### config.mk
export PLATFORM = sky130hd
export DESIGN_NAME = multi_event_interval_timer_unit
export DESIGN_NICKNAME = d
export VERILOG_FILES = /design/src/sv/meitu_pkg.sv /design/src/sv/multi_event_interval_timer_unit.sv
export SDC_FILE = /design/constraint.sdc
export NUM_CORES = 2
export LEC_CHECK = 0
export ABC_AREA = 1
export BUFFER_PORTS_ARGS = -buffer_cell sky130_fd_sc_hd__buf_4
export CORE_MARGIN = 4
export CORE_UTILIZATION = 45
export DETAILED_ROUTE_END_ITERATION = 10
export PLACE_DENSITY = 0.68
export SYNTH_ARGS = -nofsm -noshare
export SYNTH_HDL_FRONTEND = slang
export SYNTH_SLANG_ARGS = --single-unit
### constraint.sdc
create_clock -name clk -period 8.05 [get_ports clk]
set_input_delay 1.61 -clock clk [delete_from_list [all_inputs] [get_ports clk]]
set_output_delay 1.61 -clock clk [all_outputs]
set_load 0.01 [all_outputs]
### src/sv/meitu_pkg.sv
package meitu_pkg;

    localparam int MAX_EVENTS = 16;
    localparam int SLOT_W     = (MAX_EVENTS > 1) ? $clog2(MAX_EVENTS) : 1;
    localparam int CNT_W      = $clog2(MAX_EVENTS + 1);
    localparam int CFG_IDX_W  = 4;
    localparam int CFG_DATA_W = 16;

    // command codes
    localparam logic [3:0] CMD_TICK          = 4'd0;
    localparam logic [3:0] CMD_TICK_BY       = 4'd1;
    localparam logic [3:0] CMD_CREATE        = 4'd2;
    localparam logic [3:0] CMD_SET_INTERVAL  = 4'd3;
    localparam logic [3:0] CMD_RESET_SLOT    = 4'd4;
    localparam logic [3:0] CMD_RESET_ALL     = 4'd5;
    localparam logic [3:0] CMD_DISABLE       = 4'd6;
    localparam logic [3:0] CMD_ENABLE        = 4'd7;
    localparam logic [3:0] CMD_SET_REPEAT    = 4'd8;
    localparam logic [3:0] CMD_POLL          = 4'd9;
    localparam logic [3:0] CMD_QUERY_ACTIVE  = 4'd10;
    localparam logic [3:0] CMD_START         = 4'd11;
    localparam logic [3:0] CMD_STOP          = 4'd12;
    localparam logic [3:0] CMD_QUERY_ENABLED = 4'd13;

    // status codes
    localparam logic [1:0] STAT_OK      = 2'd0;
    localparam logic [1:0] STAT_NO_SLOT = 2'd1;
    localparam logic [1:0] STAT_FULL    = 2'd2;

    // configuration register indexes
    localparam logic [CFG_IDX_W-1:0] CFG_TICK_STEP = CFG_IDX_W'(0);
    localparam logic [CFG_IDX_W-1:0] CFG_DROP_REM  = CFG_IDX_W'(1);

    typedef struct packed {
        logic [3:0]  cmd;
        logic [3:0]  slot_id;
        logic [31:0] amount;
        logic        repeat_on;
        logic [15:0] repeat_limit;
    } cmd_item_t;

    typedef struct packed {
        logic [3:0]  slot_out;
        logic        flag_out;
        logic        active_out;
        logic        running_out;
        logic [1:0]  status;
        logic [15:0] pending_mask;
    } rsp_item_t;

    typedef struct packed {
        logic [31:0] interval;
        logic [31:0] count;
        logic        repeating;
        logic [15:0] rep_limit;
        logic [15:0] rep_count;
    } slot_word_t;

    typedef enum logic [3:0] {
        ST_IDLE = 4'b0001,
        ST_SLOT = 4'b0010,
        ST_WALK = 4'b0100,
        ST_DONE = 4'b1000
    } state_t;

endpackage

### src/sv/multi_event_interval_timer_unit.sv
// Multi-slot interval timer bank.
// Command channel (cmd_valid / cmd_stall / cmd_data): one command per transfer.
// Response channel (rsp_valid / rsp_stall / rsp_data): exactly one response per
// command, in command order.
// Configuration channel (cfg_valid / cfg_ready / cfg_index / cfg_data): index 0
// is the plain tick step, index 1 the drop-remainder bit; always ready.
// Start/stop, poll, enable/disable and queries respond straight from the done
// state; create, set_interval, reset_slot and set_repeat pass through the slot
// state (one slot memory read, one write-back); tick and tick_by on a running
// bank, and reset_all, walk the slots once a slot exists, as every created slot
// passes once through the slot memory read, a sum stage and a compare/write-back
// stage; with no slot created, or a stopped bank for ticks, no slot is walked.
// One command is worked on at a time; cmd_stall is high from the cycle after a
// transfer until the response is loaded into the output register.
// The next command is taken while an earlier response still waits to be taken.
// Reset: bank stopped, no slots created, all flags and active bits cleared,
// tick step 1, remainder kept. Slot memory needs no clearing pass: a slot's
// word is written in full when the slot is created.
// A stalled response holds its payload; the next finished response waits in
// the done state until the output register is free.
module multi_event_interval_timer_unit (
    input  logic                                clk,
    input  logic                                rst_n,
    input  logic                                cmd_valid,
    output logic                                cmd_stall,
    input  meitu_pkg::cmd_item_t                cmd_data,
    output logic                                rsp_valid,
    input  logic                                rsp_stall,
    output meitu_pkg::rsp_item_t                rsp_data,
    input  logic                                cfg_valid,
    output logic                                cfg_ready,
    input  logic [meitu_pkg::CFG_IDX_W-1:0]     cfg_index,
    input  logic [meitu_pkg::CFG_DATA_W-1:0]    cfg_data
);
    import meitu_pkg::*;

    localparam int CMP_W  = (CNT_W > 4) ? CNT_W : 4;
    localparam int MASK_W = (MAX_EVENTS > 16) ? MAX_EVENTS : 16;

    // configuration
    logic [15:0] tick_step_reg;
    logic        drop_rem_reg;

    // bank state in flops
    state_t                 state_reg;
    logic [CNT_W-1:0]       slots_used_reg;
    logic                   running_reg;
    logic [MAX_EVENTS-1:0]  active_reg;
    logic [MAX_EVENTS-1:0]  fired_reg;

    // latched command
    logic [3:0]             cmd_reg;
    logic [SLOT_W-1:0]      idx_reg;
    logic [31:0]            amount_reg;
    logic                   rep_on_reg;
    logic [15:0]            rep_lim_reg;
    logic [15:0]            step_reg;
    logic                   walk_clear_reg;

    // result fields gathered while working
    logic [3:0]             res_slot_reg;
    logic                   res_flag_reg;
    logic                   res_active_reg;
    logic [1:0]             res_status_reg;

    // slot memory, registered read
    slot_word_t             mem [MAX_EVENTS];
    slot_word_t             mem_q;
    logic [SLOT_W-1:0]      rd_addr;
    logic                   wr_en;
    logic [SLOT_W-1:0]      wr_addr;
    slot_word_t             wr_data;

    // walk pipeline
    logic [CNT_W-1:0]       rd_cnt_reg;
    logic                   s1_v_reg;
    logic [SLOT_W-1:0]      s1_idx_reg;
    logic                   s2_v_reg;
    logic [SLOT_W-1:0]      s2_idx_reg;
    logic [32:0]            s2_sum_reg;
    slot_word_t             s2_word_reg;

    logic                   out_v_reg;
    rsp_item_t              out_reg;

    logic                   cmd_fire;
    logic                   issue;
    logic                   walk_end;
    logic [SLOT_W-1:0]      in_idx;
    logic                   in_valid_slot;
    logic                   in_per_slot;
    logic                   full;

    // write-back stage arithmetic
    logic [33:0]            diff;
    logic                   fire;
    logic [31:0]            rem;
    logic [15:0]            rc_inc;
    logic                   s2_keep_active;
    logic                   s2_we;

    logic [MASK_W-1:0]      fired_w;

    assign cfg_ready = 1'b1;
    assign cmd_stall = (state_reg != ST_IDLE);
    assign cmd_fire  = cmd_valid && !cmd_stall;
    assign rsp_valid = out_v_reg;
    assign rsp_data  = out_reg;

    assign in_idx        = SLOT_W'(cmd_data.slot_id);
    assign in_valid_slot = CMP_W'(cmd_data.slot_id) < CMP_W'(slots_used_reg);
    assign full          = (slots_used_reg == CNT_W'(MAX_EVENTS));

    always_comb
    begin
        case (cmd_data.cmd) inside
            CMD_SET_INTERVAL, CMD_RESET_SLOT, [CMD_DISABLE:CMD_QUERY_ACTIVE]:
                in_per_slot = 1'b1;
            default:
                in_per_slot = 1'b0;
        endcase
    end

    assign issue    = (state_reg == ST_WALK) && (rd_cnt_reg != slots_used_reg);
    assign walk_end = (state_reg == ST_WALK) && !issue && !s1_v_reg && !s2_v_reg;
    assign rd_addr  = (state_reg == ST_IDLE) ? in_idx : rd_cnt_reg[SLOT_W-1:0];

    // compare / remainder stage
    assign diff = {1'b0, s2_sum_reg} - {2'b00, s2_word_reg.interval};
    assign fire = !diff[33];
    always_comb
    begin
        if (drop_rem_reg)
            rem = 32'd0;
        else if (diff[32])
            rem = 32'hFFFF_FFFF;
        else
            rem = diff[31:0];
    end
    assign rc_inc = (s2_word_reg.rep_count != 16'hFFFF) ?
                    s2_word_reg.rep_count + 16'd1 : s2_word_reg.rep_count;

    always_comb
    begin
        s2_keep_active = 1'b1;
        if (fire)
        begin
            if (!s2_word_reg.repeating)
                s2_keep_active = 1'b0;
            else if (s2_word_reg.rep_limit != 16'd0 && rc_inc >= s2_word_reg.rep_limit)
                s2_keep_active = 1'b0;
        end
    end

    assign s2_we = s2_v_reg && (walk_clear_reg || active_reg[s2_idx_reg]);

    // memory write port
    always_comb
    begin
        wr_en   = 1'b0;
        wr_addr = idx_reg;
        wr_data = mem_q;
        if (state_reg == ST_SLOT)
        begin
            case (cmd_reg)
                CMD_CREATE:
                begin
                    wr_en             = 1'b1;
                    wr_addr           = slots_used_reg[SLOT_W-1:0];
                    wr_data.interval  = amount_reg;
                    wr_data.count     = 32'd0;
                    wr_data.repeating = rep_on_reg;
                    wr_data.rep_limit = rep_on_reg ? rep_lim_reg : 16'd0;
                    wr_data.rep_count = 16'd0;
                end
                CMD_SET_INTERVAL:
                begin
                    wr_en            = 1'b1;
                    wr_data.interval = amount_reg;
                end
                CMD_RESET_SLOT:
                begin
                    wr_en             = 1'b1;
                    wr_data.count     = 32'd0;
                    wr_data.rep_count = 16'd0;
                end
                CMD_SET_REPEAT:
                begin
                    wr_en             = 1'b1;
                    wr_data.repeating = rep_on_reg;
                    wr_data.rep_limit = rep_lim_reg;
                end
                default:
                begin
                    wr_en = 1'b0;
                end
            endcase
        end
        else if (state_reg == ST_WALK)
        begin
            wr_en   = s2_we;
            wr_addr = s2_idx_reg;
            wr_data = s2_word_reg;
            if (walk_clear_reg)
            begin
                wr_data.count     = 32'd0;
                wr_data.rep_count = 16'd0;
            end
            else if (fire)
            begin
                wr_data.count = rem;
                if (s2_word_reg.repeating && s2_word_reg.rep_limit != 16'd0)
                    wr_data.rep_count = rc_inc;
            end
            else
            begin
                wr_data.count = s2_sum_reg[31:0];
            end
        end
    end

    always_ff @(posedge clk)
    begin
        mem_q <= mem[rd_addr];
        if (wr_en)
            mem[wr_addr] <= wr_data;
    end

    // walk pipeline payload: read -> sum -> write-back
    always_ff @(posedge clk)
    begin
        s1_idx_reg  <= rd_cnt_reg[SLOT_W-1:0];
        s2_idx_reg  <= s1_idx_reg;
        s2_word_reg <= mem_q;
        s2_sum_reg  <= {1'b0, mem_q.count} + 33'(step_reg);
    end

    // latched command payload
    always_ff @(posedge clk)
    begin
        if (cmd_fire)
        begin
            cmd_reg        <= cmd_data.cmd;
            idx_reg        <= in_idx;
            amount_reg     <= cmd_data.amount;
            rep_on_reg     <= cmd_data.repeat_on;
            rep_lim_reg    <= cmd_data.repeat_limit;
            step_reg       <= (cmd_data.cmd == CMD_TICK) ? tick_step_reg
                                                         : cmd_data.amount[15:0];
            walk_clear_reg <= (cmd_data.cmd == CMD_RESET_ALL);
        end
    end

    assign fired_w = MASK_W'(fired_reg);

    // control
    always_ff @(posedge clk or negedge rst_n)
    begin
        if (!rst_n)
        begin
            tick_step_reg  <= 16'd1;
            drop_rem_reg   <= 1'b0;
            state_reg      <= ST_IDLE;
            slots_used_reg <= '0;
            running_reg    <= 1'b0;
            active_reg     <= '0;
            fired_reg      <= '0;
            rd_cnt_reg     <= '0;
            s1_v_reg       <= 1'b0;
            s2_v_reg       <= 1'b0;
            out_v_reg      <= 1'b0;
            res_slot_reg   <= '0;
            res_flag_reg   <= 1'b0;
            res_active_reg <= 1'b0;
            res_status_reg <= STAT_OK;
            out_reg        <= '0;
        end
        else
        begin
            if (cfg_valid && cfg_ready)
            begin
                if (cfg_index == CFG_TICK_STEP)
                    tick_step_reg <= cfg_data[15:0];
                else if (cfg_index == CFG_DROP_REM)
                    drop_rem_reg <= cfg_data[0];
            end

            if (out_v_reg && !rsp_stall)
                out_v_reg <= 1'b0;

            s1_v_reg <= issue;
            s2_v_reg <= s1_v_reg;

            case (state_reg)
                ST_IDLE:
                begin
                    if (cmd_fire)
                    begin
                        res_slot_reg   <= cmd_data.slot_id;
                        res_flag_reg   <= 1'b0;
                        res_active_reg <= 1'b0;
                        res_status_reg <= STAT_OK;
                        rd_cnt_reg     <= '0;
                        state_reg      <= ST_DONE;
                        if (in_per_slot && !in_valid_slot)
                        begin
                            res_status_reg <= STAT_NO_SLOT;
                        end
                        else
                        begin
                            case (cmd_data.cmd)
                                CMD_TICK, CMD_TICK_BY:
                                begin
                                    if (running_reg && slots_used_reg != '0)
                                        state_reg <= ST_WALK;
                                end
                                CMD_CREATE:
                                begin
                                    if (full)
                                    begin
                                        res_status_reg <= STAT_FULL;
                                        res_slot_reg   <= 4'd0;
                                    end
                                    else
                                    begin
                                        res_slot_reg <= 4'(slots_used_reg);
                                        state_reg    <= ST_SLOT;
                                    end
                                end
                                CMD_SET_INTERVAL, CMD_SET_REPEAT:
                                    state_reg <= ST_SLOT;
                                CMD_RESET_SLOT:
                                begin
                                    active_reg[in_idx] <= 1'b1;
                                    fired_reg[in_idx]  <= 1'b0;
                                    state_reg          <= ST_SLOT;
                                end
                                CMD_RESET_ALL:
                                begin
                                    if (slots_used_reg != '0)
                                        state_reg <= ST_WALK;
                                end
                                CMD_DISABLE:
                                    active_reg[in_idx] <= 1'b0;
                                CMD_ENABLE:
                                    active_reg[in_idx] <= 1'b1;
                                CMD_POLL:
                                begin
                                    res_flag_reg      <= fired_reg[in_idx];
                                    fired_reg[in_idx] <= 1'b0;
                                end
                                CMD_QUERY_ACTIVE:
                                    res_active_reg <= active_reg[in_idx];
                                CMD_START:
                                    running_reg <= 1'b1;
                                CMD_STOP:
                                    running_reg <= 1'b0;
                                default:
                                begin
                                    // query_enabled and unused codes: echo only
                                end
                            endcase
                        end
                    end
                end

                ST_SLOT:
                begin
                    if (cmd_reg == CMD_CREATE)
                    begin
                        active_reg[slots_used_reg[SLOT_W-1:0]] <= 1'b1;
                        fired_reg[slots_used_reg[SLOT_W-1:0]]  <= 1'b0;
                        slots_used_reg <= slots_used_reg + CNT_W'(1);
                    end
                    state_reg <= ST_DONE;
                end

                ST_WALK:
                begin
                    if (issue)
                        rd_cnt_reg <= rd_cnt_reg + CNT_W'(1);
                    if (s2_we)
                    begin
                        if (walk_clear_reg)
                        begin
                            active_reg[s2_idx_reg] <= 1'b1;
                            fired_reg[s2_idx_reg]  <= 1'b0;
                        end
                        else if (fire)
                        begin
                            fired_reg[s2_idx_reg]  <= 1'b1;
                            active_reg[s2_idx_reg] <= s2_keep_active;
                        end
                    end
                    if (walk_end)
                        state_reg <= ST_DONE;
                end

                ST_DONE:
                begin
                    if (!out_v_reg || !rsp_stall)
                    begin
                        out_v_reg           <= 1'b1;
                        out_reg.slot_out     <= res_slot_reg;
                        out_reg.flag_out     <= res_flag_reg;
                        out_reg.active_out   <= res_active_reg;
                        out_reg.running_out  <= running_reg;
                        out_reg.status       <= res_status_reg;
                        out_reg.pending_mask <= fired_w[15:0];
                        state_reg            <= ST_IDLE;
                    end
                end

                default:
                    state_reg <= ST_IDLE;
            endcase
        end
    end

endmodule

[Word level (Yosys, flattened, before mapping)]
Memory sizes are Yosys's and may differ from the RTL's. A register that Yosys moved wholly into a read port is not among the register bits.
Index checks and enable logic that the tools add are counted.
Cells by class
  add/sub/neg operators: 5
  multiply operators: 0
  divide/modulo/power cells: 0
  $lt $le $gt $ge: 10
  eq/ne operators: 35
  shift operators: 0
  mux-type cells: 84
  bitwise logic cells: 13
  reductions and logical operators: 49
Operator list (number)
  $mux W16: 20
  $mux W97: 2
  $mux W32: 6
  $pmux W16 S3: 2
  $and A16 B16 Y16: 4
  $or A16 B16 Y16: 4
  $mux W4: 14
  $not A16 Y16: 3
  $pmux W17 S2: 1
  $sub A33 B32 Y34: 1
  $add A32 B16 Y33: 1
  $pmux W16 S2: 1
  $pmux W4 S4: 2
  $eq A4 B4 Y1 const B: 7
  $eq A4 B3 Y1 const B: 6
  $mux W1: 22
  $eq A4 B2 Y1 const B: 5
  $add A16 B1 Y16 const B: 1
  $bwmux W16: 1
  $ge A16 B16 Y1: 1
  $ne A16 B16 Y1 const B: 1
  $reduce_bool A16 Y1: 1
  $logic_and A1 B1 Y1: 15
  $lt A4 B5 Y1 const B: 3
  other kinds (33): 72
Word-level totals
  register bits: 280
  bits in latches: 0
  RAM bits: 1552
  ROM bits: 0
  output and inout bits: 28
  memories kept: 1
Memory list
  mem: words 16, width 97, read ports 1, clocked after Yosys merged registers in 1, wr ports 1, line multi_event_interval_timer_unit.sv:67  | slot_word_t mem [MAX_EVENTS];

[Depth between registers and ports, before layout]
  depth in word-level cells: 12
  gate-level depth with buffers: 26
  gate-level depth less buffers: 25

[Worst setup path before layout]
OpenSTA, ideal clock, no wires.
  path kind: reg-to-reg
  start point: reg state_reg[0]
  end point: mem mem[9][0] (netlist name), enable pin
  library setup time: 672 ps
  arrival time: 8170 ps
  setup slack: -792 ps
  stages on the path, launching flop included: 12
  buffers on the path: 1
  cells stage by stage: dfstp_2 > inv_2 > nand3_2 > inv_2 > buf_2 > nand2_1 > nand2_1 > a211oi_2 > inv_2 > nor2_1 > nand2_1 > nor3_1
On the way
  longest elaborated chain between the ends: 5
  elaborated cells on any way between the ends: 8
RTL lines
  start, declared: line multi_event_interval_timer_unit.sv:45  | state_t state_reg;
  start signal, assigned: line multi_event_interval_timer_unit.sv:263  | state_reg <= ST_IDLE;
  start signal, assigned: line multi_event_interval_timer_unit.sv:304  | state_reg <= ST_DONE;
  start signal, assigned: line multi_event_interval_timer_unit.sv:315  | state_reg <= ST_WALK;
  $eq A4 B3 Y1: line multi_event_interval_timer_unit.sv:199  | else if (state_reg == ST_WALK)
  $mux W1: line multi_event_interval_timer_unit.sv:199
  $mux W1: line multi_event_interval_timer_unit.sv:163  | if (state_reg == ST_SLOT)
  $mux W1: line multi_event_interval_timer_unit.sv:225  | if (wr_en)
  $mux W1 (not written as such): line multi_event_interval_timer_unit.sv:226  | mem[wr_addr] <= wr_data;
  end, declared: line multi_event_interval_timer_unit.sv:67
Several ways; a longest one is shown, not always the timed one.

[Worst setup path in the final report]
  start point: reg state_reg[3]
  end point: mem mem[1][57] (netlist name), enable pin
Same word-level chain as after synthesis.

==> flow_summary_export.csv <==
group,metric,value,unit
global_route,grt_max_degree,199,
place,gp_congestion,0.9303,
timing,rsz0062_at_grt,"no",
timing,slew_headroom,0.1750,
route,postRouteAntennaNets,0,
place,place_ws,2.980,ns
synthesis,ys_types,60,
synthesis,synth_ff_type,"edfxtp_1",
setup_path,crit_arrival,5.32,ns
floorplanning,pin_count,110,
place,dpl_cell_area,83670,um2
clocking,clock-sinks,1929,
global_route,grt.overflow.total,0,
synthesis,synth_edf_count,1626,
job,max_cap_violations,0,
timing,finClkSkew,0.04394,ns
setup_path,endpoint_kind,"flip-flop",
synthesis,yosysWarnings,0,
setup_path,rr_startpoint,"state_reg[3]$_DFFE_PN0P_",
setup_path,startpoint_type,"flip-flop",
timing,timing.final.crit_share,0.6087,
route,route.detailed.drc,0,
clocking,cts_hold_buf,0,
setup_path,cp_num_buf_inv,5,
clocking,cts_tree,"yes",
timing,tightest_slew,1.229,ns
setup_path,cp_slowest_stage_delay,0.89,ns
final_layout,finalCoreUtilization,0.5092,
timing,hold_viol,0,
run_status,status,"finished clean",
final_layout,largest_reg_flops,1552,
pwr,vdd_drop_max,267.4,uV
final_layout,fin_area,90070,um2
route,vias,55220,
worst_hold_path,hold_path_class,"flip-flop to flip-flop",
clocking,cts_buffers,190,
global_route,grt_pass1_wl,332.7,mm
clocking,cts_setup_buffers,0,
setup_path,crit_chain,"nor2_2 > nand3_2 > inv_2 > nor2_4 > buf_4 > inv_2 > nand2_1 > a211oi_2 > inv_2 > nor2_1 > nand2_1 > nor2_4 > buf_4",
floorplanning,initial_core_util,0.4549,
setup_path,crit_start,"state_reg[3]$_DFFE_PN0P_",
route,firstDrtPassIters,8,
pwr,p_leak,32.15,nW
synthesis,yosysSeqAreaShare,0.6884,
route,viasPerCell,5.839,
place,place_hpwl,119.3,mm
timing,hold_ws,0.3187,ns
floorplanning,fp.dieW,430.9,um
setup_path,crit_type,"flip-flop to flip-flop",
clocking,clkTransAtPathRegs,0.06,ns
floorplanning,die_area,185700,um2
setup_path,crit_slowest_cell,"buf_4",
timing,setup_tns,0,ns
final_layout,final_cells,9457,
floorplanning,core,176900,um2
place,placed_cells,9099,
clocking,clock_path_buffers,3,
synthesis,syn_inst,6936,
setup_path,critPathMaxFanout,44,
final_layout,drive_gt1_frac,0.08922,
synthesis,synth_seq_cells,1929,
global_route,grt_antenna_before_repair,0,
setup_path,crit_family,"buffers and inverters",
setup_path,cpMostUsedCell,"inv_2",
clocking,htree_levels,4,
worst_hold_path,min-delay-start,"s1_idx_reg[2]$_DFF_P_",
final_layout,syn2layout_area_growth,11.93,%
timing,layout_setup_ws,3.150,ns
route,wl_per_cell,23.50,um
route,drt_iter0_drc,6447,
timing,min_period,4.900,ns
final_layout,nets,7108,
timing,drv_slew,0,
floorplanning,die_h,430.9,um
clocking,post_cts_resized,0,
synthesis,synth_nets,7093,
global_route,grt_pass1_vias,53310,
final_layout,layout_commonest_cell,"edfxtp_1",
pwr,totalPowerFinal,33.50,mW
setup_path,cp_data_required_time,8.47,ns
pwr,powerDensity,371.9,nW/um2
timing,fmax,204.1,MHz
floorplanning,rows,154,
clocking,clk_latency,0.84,ns
clocking,cts_root_buf,"clkbuf_16",
timing,setup_violations,0,
route,wl,222.3,mm
final_layout,final_cell_mix,"edfxtp_1 (1626), nor2_1 (1060), nand2_1 (973), o21ai_0 (779), inv_1 (368)",
synthesis,avgSynthCellArea,11.60,um2
synthesis,synthArstFlopShare,0.05184,
global_route,track_usage,0.2335,
synthesis,synth_area,80470,um2
place,port_buffers,108,
final_layout,n_antenna_cell,0,
==> cells in the mapped netlist, drive strengths merged, types with 7 or more instances <==
cell / n / area, um2
edfxtp: 1626 / 48830
nor2: 1084 / 4106
nand2: 984 / 3752
o21ai: 947 / 4758
inv: 385 / 1448
o221ai: 288 / 2541
buf: 250 / 1311
dfxtp: 203 / 4064
nand3: 194 / 985.9
clkbuf: 149 / 574.3
o22ai: 108 / 675.7
o211ai: 107 / 803.3
dfrtp: 98 / 2452
a21oi: 93 / 465.5
ha: 73 / 913.4
a22oi: 61 / 457.9
mux2: 55 / 619.3
nor3: 46 / 235.2
xor2: 42 / 367.9
nand4: 29 / 181.4
xnor2: 22 / 192.7
a31oi: 19 / 118.9
a32o: 16 / 160.2
nand3b: 8 / 60.06
o21bai: 8 / 60.06
and2: 7 / 43.80
nor4: 7 / 43.79
==> final timing paths <==
check | to | slack [ns] | cells after the start
min in group asynchronous | tick_step_reg[1]$_DFFE_PN0P_ | 0.83 | 1
worst max-delay path | mem[1][57]$_DFFE_PP_ | 3.15 | 13
worst max register to register | mem[1][57]$_DFFE_PP_ | 3.15 | 13
worst min-delay path | s2_idx_reg[2]$_DFF_P_ | 0.32 | 0
max in group asynchronous | asynchronous set/reset pin | 6.03 | 2
worst min register to register | s2_idx_reg[2]$_DFF_P_ | 0.32 | 0
==> layer usage <==
layer / vias to the layer above / part of all wire / track usage
met5: - / 0 / 0
met4: 0 / 0.027 / 0.06984
met3: 357 / 0.084 / 0.03929
met2: 2456 / 0.47 / 0.3794
met1: 27350 / 0.42 / 0.3240
li1: 25050 / - / -
==> layout make-up <==
type	count	area [um2]
clock buffers	276	5401
clock inverters	82	998.5
fillers	15100	86810
inverters	388	1494
multi-input cells	4220	21910
flip-flops and latches	1929	55400
well taps	2340	2928
repair buffers	222	1942
==> cells by family (layout without fill, tap and decap cells) <==
group                      count (synthesis)  after routing  share of synthesized area
buffers and inverters                    787            968                    0.04158
muxes                                     55             55                   0.007696
AOI/OAI and AO/OA                       1660           1660                     0.1261
adders and majority gates                 75             75                    0.01185
DFF                                     1929           1929                     0.6884
xor gates and xnor gates                  64             64                   0.006966
and+or+nand+nor                         2365           2365                     0.1174
other                                      1              1                 0.00004660
==> report_power, final <==
| part | switching, mW | total [mW] | internal (mW) | leakage [nW] |
|---|---|---|---|---|
| Combinational | 7.93 | 11.1 | 3.13 | 11.4 |
| Sequential | 0.654 | 13.5 | 12.8 | 17.7 |
| Clock | 3.81 | 8.98 | 5.17 | 3.10 |
Power figures use the tool's default switching activity.
